**src/rtl/cms_pkg.sv**
```systemverilog
// ----------------------------------------------------------------------------
// cms_pkg
// Shared types, constants and helper functions of the count-min sketch core.
// ----------------------------------------------------------------------------
package cms_pkg;

  localparam int unsigned WIDTH_REG_W = 11;
  localparam int unsigned ROWS_REG_W  = 3;
  localparam int unsigned CFG_ADDR_W  = 2;

  localparam logic [WIDTH_REG_W-1:0] WIDTH_RESET = 11'd1024;
  localparam logic [ROWS_REG_W-1:0]  ROWS_RESET  = 3'd4;

  localparam logic [63:0] FNV_OFFSET = 64'hcbf29ce484222325;
  // two golden-ratio increments per chain step, wrapped to 64 bits
  localparam logic [63:0] SEED_STEP  = 64'h3c6ef372fe94f82a;
  localparam logic [63:0] MIX_C1     = 64'hbf58476d1ce4e5b9;
  localparam logic [63:0] MIX_C2     = 64'h94d049bb133111eb;
  localparam logic [63:0] FIN_C1     = 64'hff51afd7ed558ccd;
  localparam logic [63:0] FIN_C2     = 64'hc4ceb9fe1a85ec53;

  typedef enum logic [1:0] {
    CMD_ADD   = 2'd0,
    CMD_EST   = 2'd1,
    CMD_CLEAR = 2'd2,
    CMD_RSVD  = 2'd3
  } cmd_e;

  typedef enum logic [CFG_ADDR_W-1:0] {
    CFG_SEED  = 2'd0,
    CFG_WIDTH = 2'd1,
    CFG_ROWS  = 2'd2,
    CFG_RSVD  = 2'd3
  } cfg_reg_e;

  typedef enum logic [1:0] {
    SH_27,
    SH_30,
    SH_31,
    SH_33
  } shift_e;

  typedef enum logic [1:0] {
    MC_MIX1,
    MC_MIX2,
    MC_FIN1,
    MC_FIN2
  } mconst_e;

  typedef enum logic [4:0] {
    ST_CLEAR,
    ST_IDLE,
    ST_SD_LOAD,
    ST_SD_X1,
    ST_SD_M1,
    ST_SD_X2,
    ST_SD_M2,
    ST_SD_STORE,
    ST_SD_END,
    ST_FN_LOAD,
    ST_FN_X1,
    ST_FN_M1,
    ST_FN_X2,
    ST_FN_M2,
    ST_FN_X3,
    ST_MOD,
    ST_RD,
    ST_UPD,
    ST_DONE
  } state_e;

  typedef struct packed {
    logic    hash_step;
    logic    restart;
    logic    seed_init;
    logic    seed_load;
    logic    seed_store;
    logic    xsh;
    shift_e  sh_sel;
    logic    mul_en;
    logic [1:0] mul_ph;
    mconst_e mc_sel;
    logic    hash_load;
    logic    mod_step;
    logic    mem_rd;
    logic    mem_upd;
    logic    est;
    logic    clr_wr;
    logic    best_init;
    logic    item_latch;
    logic    out_load;
  } dp_cmd_t;

  typedef struct packed {
    logic                  seed_wr;
    logic                  out_full;
    logic [ROWS_REG_W-1:0] eff_rows;
  } dp_sts_t;

  // (h ^ b) * 1099511628211 mod 2^64; the prime is 2^40 + 0x1b3
  function automatic logic [63:0] fnv_step(input logic [63:0] h, input logic [7:0] b);
    logic [63:0] g;
    g = h ^ {56'd0, b};
    return (g << 40) + (g << 8) + (g << 7) + (g << 5) + (g << 4) + (g << 1) + g;
  endfunction

  function automatic logic [63:0] xor_shift(input logic [63:0] x, input shift_e sel);
    logic [63:0] r;
    unique case (sel)
      SH_27:   r = x ^ (x >> 27);
      SH_30:   r = x ^ (x >> 30);
      SH_31:   r = x ^ (x >> 31);
      SH_33:   r = x ^ (x >> 33);
      default: r = x;
    endcase
    return r;
  endfunction

  function automatic logic [63:0] mul_const(input mconst_e sel);
    logic [63:0] c;
    unique case (sel)
      MC_MIX1: c = MIX_C1;
      MC_MIX2: c = MIX_C2;
      MC_FIN1: c = FIN_C1;
      MC_FIN2: c = FIN_C2;
      default: c = '0;
    endcase
    return c;
  endfunction

endpackage

```
**src/rtl/cms_ctrl.sv**
```systemverilog
// ----------------------------------------------------------------------------
// cms_ctrl
// Sequencer: seed derivation, key finalize per row, counter clear sweep.
// ----------------------------------------------------------------------------
module cms_ctrl #(
  parameter int unsigned MAX_ROWS    = 4,
  parameter int unsigned TABLE_WIDTH = 1024
) (
  input  logic                   clk_i,
  input  logic                   rst_ni,
  input  logic                   in_valid_i,
  output logic                   in_ready_o,
  input  logic [1:0]             in_cmd_i,
  input  logic                   in_present_i,
  input  logic                   in_last_i,
  input  cms_pkg::dp_sts_t       sts_i,
  output cms_pkg::dp_cmd_t       cmd_o,
  output logic [(MAX_ROWS > 1 ? $clog2(MAX_ROWS) : 1)-1:0]   row_o,
  output logic [$clog2(MAX_ROWS*TABLE_WIDTH)-1:0]             clr_addr_o
);

  localparam int unsigned ROW_W  = (MAX_ROWS > 1) ? $clog2(MAX_ROWS) : 1;
  localparam int unsigned RC_W   = $clog2(MAX_ROWS + 1);
  localparam int unsigned DEPTH  = MAX_ROWS * TABLE_WIDTH;
  localparam int unsigned ADDR_W = $clog2(DEPTH);

  cms_pkg::state_e   state_q, state_d;
  logic [RC_W-1:0]   r_q, r_d;
  logic [1:0]        ph_q, ph_d;
  logic [5:0]        bit_q, bit_d;
  logic [ADDR_W-1:0] clr_q, clr_d;
  logic              pend_q, pend_d;
  logic              est_q, est_d;
  logic              last_row;
  logic              last_seed;

  assign last_row  = (32'(r_q) + 32'd1 == 32'(sts_i.eff_rows));
  assign last_seed = (32'(r_q) == MAX_ROWS - 1);

  always_ff @(posedge clk_i or negedge rst_ni) begin
    if (!rst_ni) begin
      state_q <= cms_pkg::ST_CLEAR;
      r_q     <= '0;
      ph_q    <= '0;
      bit_q   <= '0;
      clr_q   <= '0;
      pend_q  <= 1'b1;
      est_q   <= 1'b0;
    end else begin
      state_q <= state_d;
      r_q     <= r_d;
      ph_q    <= ph_d;
      bit_q   <= bit_d;
      clr_q   <= clr_d;
      pend_q  <= pend_d;
      est_q   <= est_d;
    end
  end

  always_comb begin
    state_d    = state_q;
    r_d        = r_q;
    ph_d       = ph_q;
    bit_d      = bit_q;
    clr_d      = clr_q;
    est_d      = est_q;
    in_ready_o = 1'b0;
    cmd_o      = '0;
    cmd_o.est  = est_q;

    unique case (state_q)
      cms_pkg::ST_CLEAR: begin
        cmd_o.clr_wr = 1'b1;
        clr_d        = clr_q + 1'b1;
        if (clr_q == ADDR_W'(DEPTH - 1)) begin
          state_d = cms_pkg::ST_IDLE;
        end
      end
      cms_pkg::ST_IDLE: begin
        if (pend_q) begin
          cmd_o.seed_init = 1'b1;
          r_d             = '0;
          state_d         = cms_pkg::ST_SD_LOAD;
        end else begin
          in_ready_o = 1'b1;
          if (in_valid_i) begin
            unique case (in_cmd_i)
              cms_pkg::CMD_CLEAR: begin
                cmd_o.restart = 1'b1;
                clr_d         = '0;
                state_d       = cms_pkg::ST_CLEAR;
              end
              cms_pkg::CMD_ADD, cms_pkg::CMD_EST: begin
                cmd_o.hash_step = in_present_i;
                if (in_last_i) begin
                  cmd_o.item_latch = 1'b1;
                  cmd_o.best_init  = 1'b1;
                  est_d            = (in_cmd_i == cms_pkg::CMD_EST);
                  r_d              = '0;
                  state_d          = (sts_i.eff_rows == '0) ? cms_pkg::ST_DONE
                                                            : cms_pkg::ST_FN_LOAD;
                end
              end
              default: ;
            endcase
          end
        end
      end
      cms_pkg::ST_SD_LOAD: begin
        cmd_o.seed_load = 1'b1;
        state_d         = cms_pkg::ST_SD_X1;
      end
      cms_pkg::ST_SD_X1: begin
        cmd_o.xsh    = 1'b1;
        cmd_o.sh_sel = cms_pkg::SH_30;
        ph_d         = '0;
        state_d      = cms_pkg::ST_SD_M1;
      end
      cms_pkg::ST_SD_M1: begin
        cmd_o.mul_en = 1'b1;
        cmd_o.mul_ph = ph_q;
        cmd_o.mc_sel = cms_pkg::MC_MIX1;
        ph_d         = ph_q + 1'b1;
        if (ph_q == 2'd2) begin
          ph_d    = '0;
          state_d = cms_pkg::ST_SD_X2;
        end
      end
      cms_pkg::ST_SD_X2: begin
        cmd_o.xsh    = 1'b1;
        cmd_o.sh_sel = cms_pkg::SH_27;
        state_d      = cms_pkg::ST_SD_M2;
      end
      cms_pkg::ST_SD_M2: begin
        cmd_o.mul_en = 1'b1;
        cmd_o.mul_ph = ph_q;
        cmd_o.mc_sel = cms_pkg::MC_MIX2;
        ph_d         = ph_q + 1'b1;
        if (ph_q == 2'd2) begin
          ph_d    = '0;
          state_d = cms_pkg::ST_SD_STORE;
        end
      end
      cms_pkg::ST_SD_STORE: begin
        cmd_o.seed_store = 1'b1;
        if (last_seed) begin
          state_d = cms_pkg::ST_SD_END;
        end else begin
          r_d     = r_q + 1'b1;
          state_d = cms_pkg::ST_SD_LOAD;
        end
      end
      cms_pkg::ST_SD_END: begin
        cmd_o.restart = 1'b1;
        state_d       = cms_pkg::ST_IDLE;
      end
      cms_pkg::ST_FN_LOAD: begin
        cmd_o.hash_load = 1'b1;
        state_d         = cms_pkg::ST_FN_X1;
      end
      cms_pkg::ST_FN_X1: begin
        cmd_o.xsh    = 1'b1;
        cmd_o.sh_sel = cms_pkg::SH_33;
        ph_d         = '0;
        state_d      = cms_pkg::ST_FN_M1;
      end
      cms_pkg::ST_FN_M1: begin
        cmd_o.mul_en = 1'b1;
        cmd_o.mul_ph = ph_q;
        cmd_o.mc_sel = cms_pkg::MC_FIN1;
        ph_d         = ph_q + 1'b1;
        if (ph_q == 2'd2) begin
          ph_d    = '0;
          state_d = cms_pkg::ST_FN_X2;
        end
      end
      cms_pkg::ST_FN_X2: begin
        cmd_o.xsh    = 1'b1;
        cmd_o.sh_sel = cms_pkg::SH_33;
        state_d      = cms_pkg::ST_FN_M2;
      end
      cms_pkg::ST_FN_M2: begin
        cmd_o.mul_en = 1'b1;
        cmd_o.mul_ph = ph_q;
        cmd_o.mc_sel = cms_pkg::MC_FIN2;
        ph_d         = ph_q + 1'b1;
        if (ph_q == 2'd2) begin
          ph_d    = '0;
          state_d = cms_pkg::ST_FN_X3;
        end
      end
      cms_pkg::ST_FN_X3: begin
        cmd_o.xsh    = 1'b1;
        cmd_o.sh_sel = cms_pkg::SH_33;
        bit_d        = '0;
        state_d      = cms_pkg::ST_MOD;
      end
      cms_pkg::ST_MOD: begin
        cmd_o.mod_step = 1'b1;
        bit_d          = bit_q + 1'b1;
        if (bit_q == 6'd63) begin
          state_d = cms_pkg::ST_RD;
        end
      end
      cms_pkg::ST_RD: begin
        cmd_o.mem_rd = 1'b1;
        state_d      = cms_pkg::ST_UPD;
      end
      cms_pkg::ST_UPD: begin
        cmd_o.mem_upd = 1'b1;
        if (last_row) begin
          state_d = cms_pkg::ST_DONE;
        end else begin
          r_d     = r_q + 1'b1;
          state_d = cms_pkg::ST_FN_LOAD;
        end
      end
      cms_pkg::ST_DONE: begin
        cmd_o.restart = 1'b1;
        if (!est_q) begin
          state_d = cms_pkg::ST_IDLE;
        end else if (!sts_i.out_full) begin
          cmd_o.out_load = 1'b1;
          state_d        = cms_pkg::ST_IDLE;
        end
      end
      default: state_d = cms_pkg::ST_IDLE;
    endcase

    // a seed write landing while the chain starts re-arms the derivation
    pend_d = sts_i.seed_wr | (pend_q & ~cmd_o.seed_init);
  end

  assign row_o      = r_q[ROW_W-1:0];
  assign clr_addr_o = clr_q;

  a_out_no_overwrite: assert property (@(posedge clk_i) disable iff (!rst_ni)
    cmd_o.out_load |-> !sts_i.out_full)
    else $error("result register overwritten while still held");

  a_mul_phase: assert property (@(posedge clk_i) disable iff (!rst_ni)
    ph_q != 2'd3)
    else $error("multiply phase out of range");

  a_mod_row: assert property (@(posedge clk_i) disable iff (!rst_ni)
    state_q == cms_pkg::ST_MOD |-> 32'(r_q) < 32'(sts_i.eff_rows))
    else $error("finalize on a row outside the rows in use");

endmodule

```
**config.mk**
```make
export PLATFORM = sky130hd
export DESIGN_NAME = cms_ctrl
export DESIGN_NICKNAME = d
export VERILOG_FILES = /design/src/rtl/cms_pkg.sv /design/src/rtl/cms_ctrl.sv
export SDC_FILE = /design/constraint.sdc
export NUM_CORES = 1
export LEC_CHECK = 0
export CORE_MARGIN = 5
export CORE_UTILIZATION = 25
export DETAILED_ROUTE_END_ITERATION = 16
export DONT_BUFFER_PORTS = 1
export HOLD_SLACK_MARGIN = 0.12
export PLACE_DENSITY = 0.47
export REMOVE_ABC_BUFFERS = 1
export SETUP_SLACK_MARGIN = 0.5
export SLEW_MARGIN = 40
export SYNTH_ARGS = -nofsm -noshare
export SYNTH_HDL_FRONTEND = slang
export SYNTH_SLANG_ARGS = --single-unit
```
**constraint.sdc**
```tcl
create_clock -name clk_i -period 2.2 [get_ports clk_i]
set_clock_uncertainty 0.2 [all_clocks]
set_input_delay 0.44 -clock clk_i [delete_from_list [all_inputs] [get_ports clk_i]]
set_output_delay 0.44 -clock clk_i [all_outputs]
set_load 0.05 [all_outputs]
```
==> metrics.csv <==
metric;value;unit
min_path_cells;3;
r2r_slack;-0.27;ns
ir_drop;0.0002296;V
drive_gt1_frac;0.5765;
insertedDiodeCount;0;
synthDistinctLibCells;51;
fin_crit_sh;1.170;
slew-limit-headroom;0.6740;
ys_top_cells_by_area;dfrtp_1 35%, nor2_1 5.3%, mux2_2 4.4%;
die-area;0.01011;sq mm
placed_area;0.002853;sq mm
period_minus_slack;2.575;ns
grt_use_total;0.1402;
die_w;100.6;microns
vias;2195;
timing.rr.end;state_q[3]$_DFFE_PN0P_;
route.detailed.drc;0;
grt_max_degree;31;
p_leak;1.654;nW
max_cap_viol_count;0;
max_freq;0.3884;GHz
yosys.area.top_type;dfrtp_1;
power_density;340.9;mW/mm^2
rsz0062_at_grt;yes;
grt_pass1_wl;11.21;mm
vias_per_cell;4.933;
cts_tree;built;
area_growth;85.30;%
cts.sinks;30;
critical_path_class;reg -> out;
tightest_slew;0.4890;ns
yosys_register_bits;30;
ys_seq_area_frac;0.3667;
cpPeakStageDelay;0.40;ns
synth_edf_count;0;
syn-mean-instance-area;8.580;sq um
setup_slack;-0.3748;ns
worstPathArrival;1.93;ns
rr_worst_depth;9;
n_fill_cell;777;
netlist_area;0.002051;sq mm
rows;33;
antenna_found_initial;0;
first_pass_iters;4;
worst_path_most_repeated_cell;or3_4;
placedCellCount;408;
cts_buffers;5;
fp.dieH;100.6;microns
status;complete, but fails checks;
grt_pass1_vias;2267;
async_reset_ff_frac;1.000;
avgRoutedWirePerCell;16.11;microns
design_area;0.003800;sq mm
syn-instance-count;239;
report.final.hold_viol_count;0;
pin_count;49;
layout.nets;355;
yosys.area.top_type_share;0.3539;
drt-initial-drc-count;81;
post-dp-hpwl;4.794;mm
cp_max_fo;3;
fin_setup_tns;-6.673;ns
port_buffers;0;
clk_path_buf_depth;2;
r2r_start;state_q[3]$_DFFE_PN0P_;
multiInputGateArea;0.001623;sq mm
initial_core_util;0.2534;
setup_violations;40;
seq_area;752.0;sq um
crit_path_top_delay_cell;or3_4;
ys_top_cells_by_count;29 x dfrtp_1, 29 x nor2_1, 16 x nand2_1, 16 x o21ai_0, 14 x nor3_1;
ys_warn_count;0;
dp_slack;-0.1142;ns
cp_cell_sequence;or3_4 > or3_4 > inv_2 > and3_4 > a21o_1 > buf_12;
insertion_delay;0.28;ns
maxSlewViolCount;0;
fin_cells;445;
end_kind;primary output;
min_from;sts_i[3];
clockRootBuffer;clkbuf_8;
wl;7.170;mm
clk_pin_slew;0.07;ns
cp_data_required_time;1.56;ns
ant_nets;0;
setup.worst_path.start_class;flop;
gp_congestion;0.8179;
finalPower;1.296;mW
cts_max_level;2;
hp-class;in -> reg;
core-area;0.008093;sq mm
violations;setup timing;
synth_ff_type;dfrtp_1;
holdPathEnd;state_q[4]$_DFFE_PN0P_;
grt_overflow;0;
-- area by class of cell --
| cell class | count | share of cell area |
|---|---|---|
| inverter | 12 | 0.01482 |
| clock inverter | 2 | 0.01581 |
| tap | 105 | 0.03457 |
| sequential | 30 | 0.1979 |
| clock buffer | 6 | 0.02173 |
| timing repair buffer | 108 | 0.2881 |
| multi-input combinational | 182 | 0.4271 |
-- critical path, delay by kind of cell, from the launching register on --
| family | cells | cell delay [ns] |
|---|---|---|
| AND/OR/NAND/NOR | 3 | 0.94 |
| flip-flops | 1 | 0.37 |
| buffers and inverters | 2 | 0.21 |
| AO/OA/AOI/OAI | 1 | 0.13 |
-- timing repair --
| action | in CTS | in global routing |
|---|---|---|
| endpoints found under the setup margin | 48 | 51 |
| hold buffers | 4 | 0 |
| gates cloned | 1 | 0 |
| resized for setup | 101 | 28 |
| hold endpoints to repair | 32 | 0 |
| buffers inserted | 15 | 9 |
| pin swaps | 34 | 18 |
-- power by group --
group	total [mW]	leakage (nW)	internal (mW)	switching (mW)
Sequential	0.552	0.385	0.552	0.000254
Combinational	0.0347	1.20	0.0137	0.0210
Clock	0.709	0.0714	0.483	0.225
Total	1.30	1.65	1.05	0.247
-- worst max path at each step --
stage                           start   endpoint  slack (ns)  depth (start not counted)
6_report       state_q[2]$_DFFE_PN0P_  cmd_o[20]       -0.37                          6
3_3_place_gp   state_q[3]$_DFFE_PN0P_  cmd_o[20]        -0.1                          6
2_1_floorplan  state_q[2]$_DFFE_PN0P_  cmd_o[16]       -1.67                          2
4_1_cts        state_q[3]$_DFFE_PN0P_  cmd_o[20]       -0.38                          6
5_1_grt        state_q[2]$_DFFE_PN0P_  cmd_o[20]       -0.43                          6
3_5_place_dp   state_q[3]$_DFFE_PN0P_  cmd_o[20]       -0.11                          6
-- kinds of logic after synthesis --
| family | count (synthesis) | synth area share |
|---|---|---|
| AND/OR/NAND/NOR | 110 | 0.2862 |
| AO/OA/AOI/OAI | 46 | 0.1519 |
| flip-flops | 30 | 0.3667 |
| buffers and inverters | 27 | 0.06650 |
| XOR/XNOR | 13 | 0.05552 |
| multiplexers | 9 | 0.04881 |
| adder cells (fa/ha/maj) | 4 | 0.02441 |
-- sequential cells by signal, indices dropped and copies added, names as in the netlist --
signal      cells
clr_addr_o     12
bit_q           6
state_q         5
r_q             3
ph_q            2
est_q           1
pend_q          1
-- per-layer routing --
layer  routed length, microns  track usage  up-vias
li1                         -            -     1052
met1                     2924       0.1672     1079
met2                     3708       0.2370       54
met3                      434      0.03875       10
met4                      102      0.05803        0
met5                        0            0        -
-- layout by cell type, fill, tap and decap left out, drive strengths merged, types with 4 or more instances in the layout --
cell	instances
a21oi	6
and3	8
buf	104
clkbuf	6
dfrtp	29
ha	4
inv	11
mux2	8
nand2	16
nand2b	4
nand3	8
nand4	4
nor2	29
nor2b	7
nor3	14
o21ai	16
or3	6
xnor2	9
xor2	4
-- stage by stage --
| step | hold WS (ns) | utilization |
|---|---|---|
| 2_1_floorplan | -0.05559 | - |
| 3_3_place_gp | -0.05475 | 0.3525 |
| 3_5_place_dp | -0.05492 | 0.3525 |
| 4_1_cts | 0.2305 | 0.4460 |
| 5_1_grt | 0.2637 | 0.4695 |
| 6_report | 0.2417 | 0.4695 |
No activity file was read; power rests on OpenSTA's default activity.
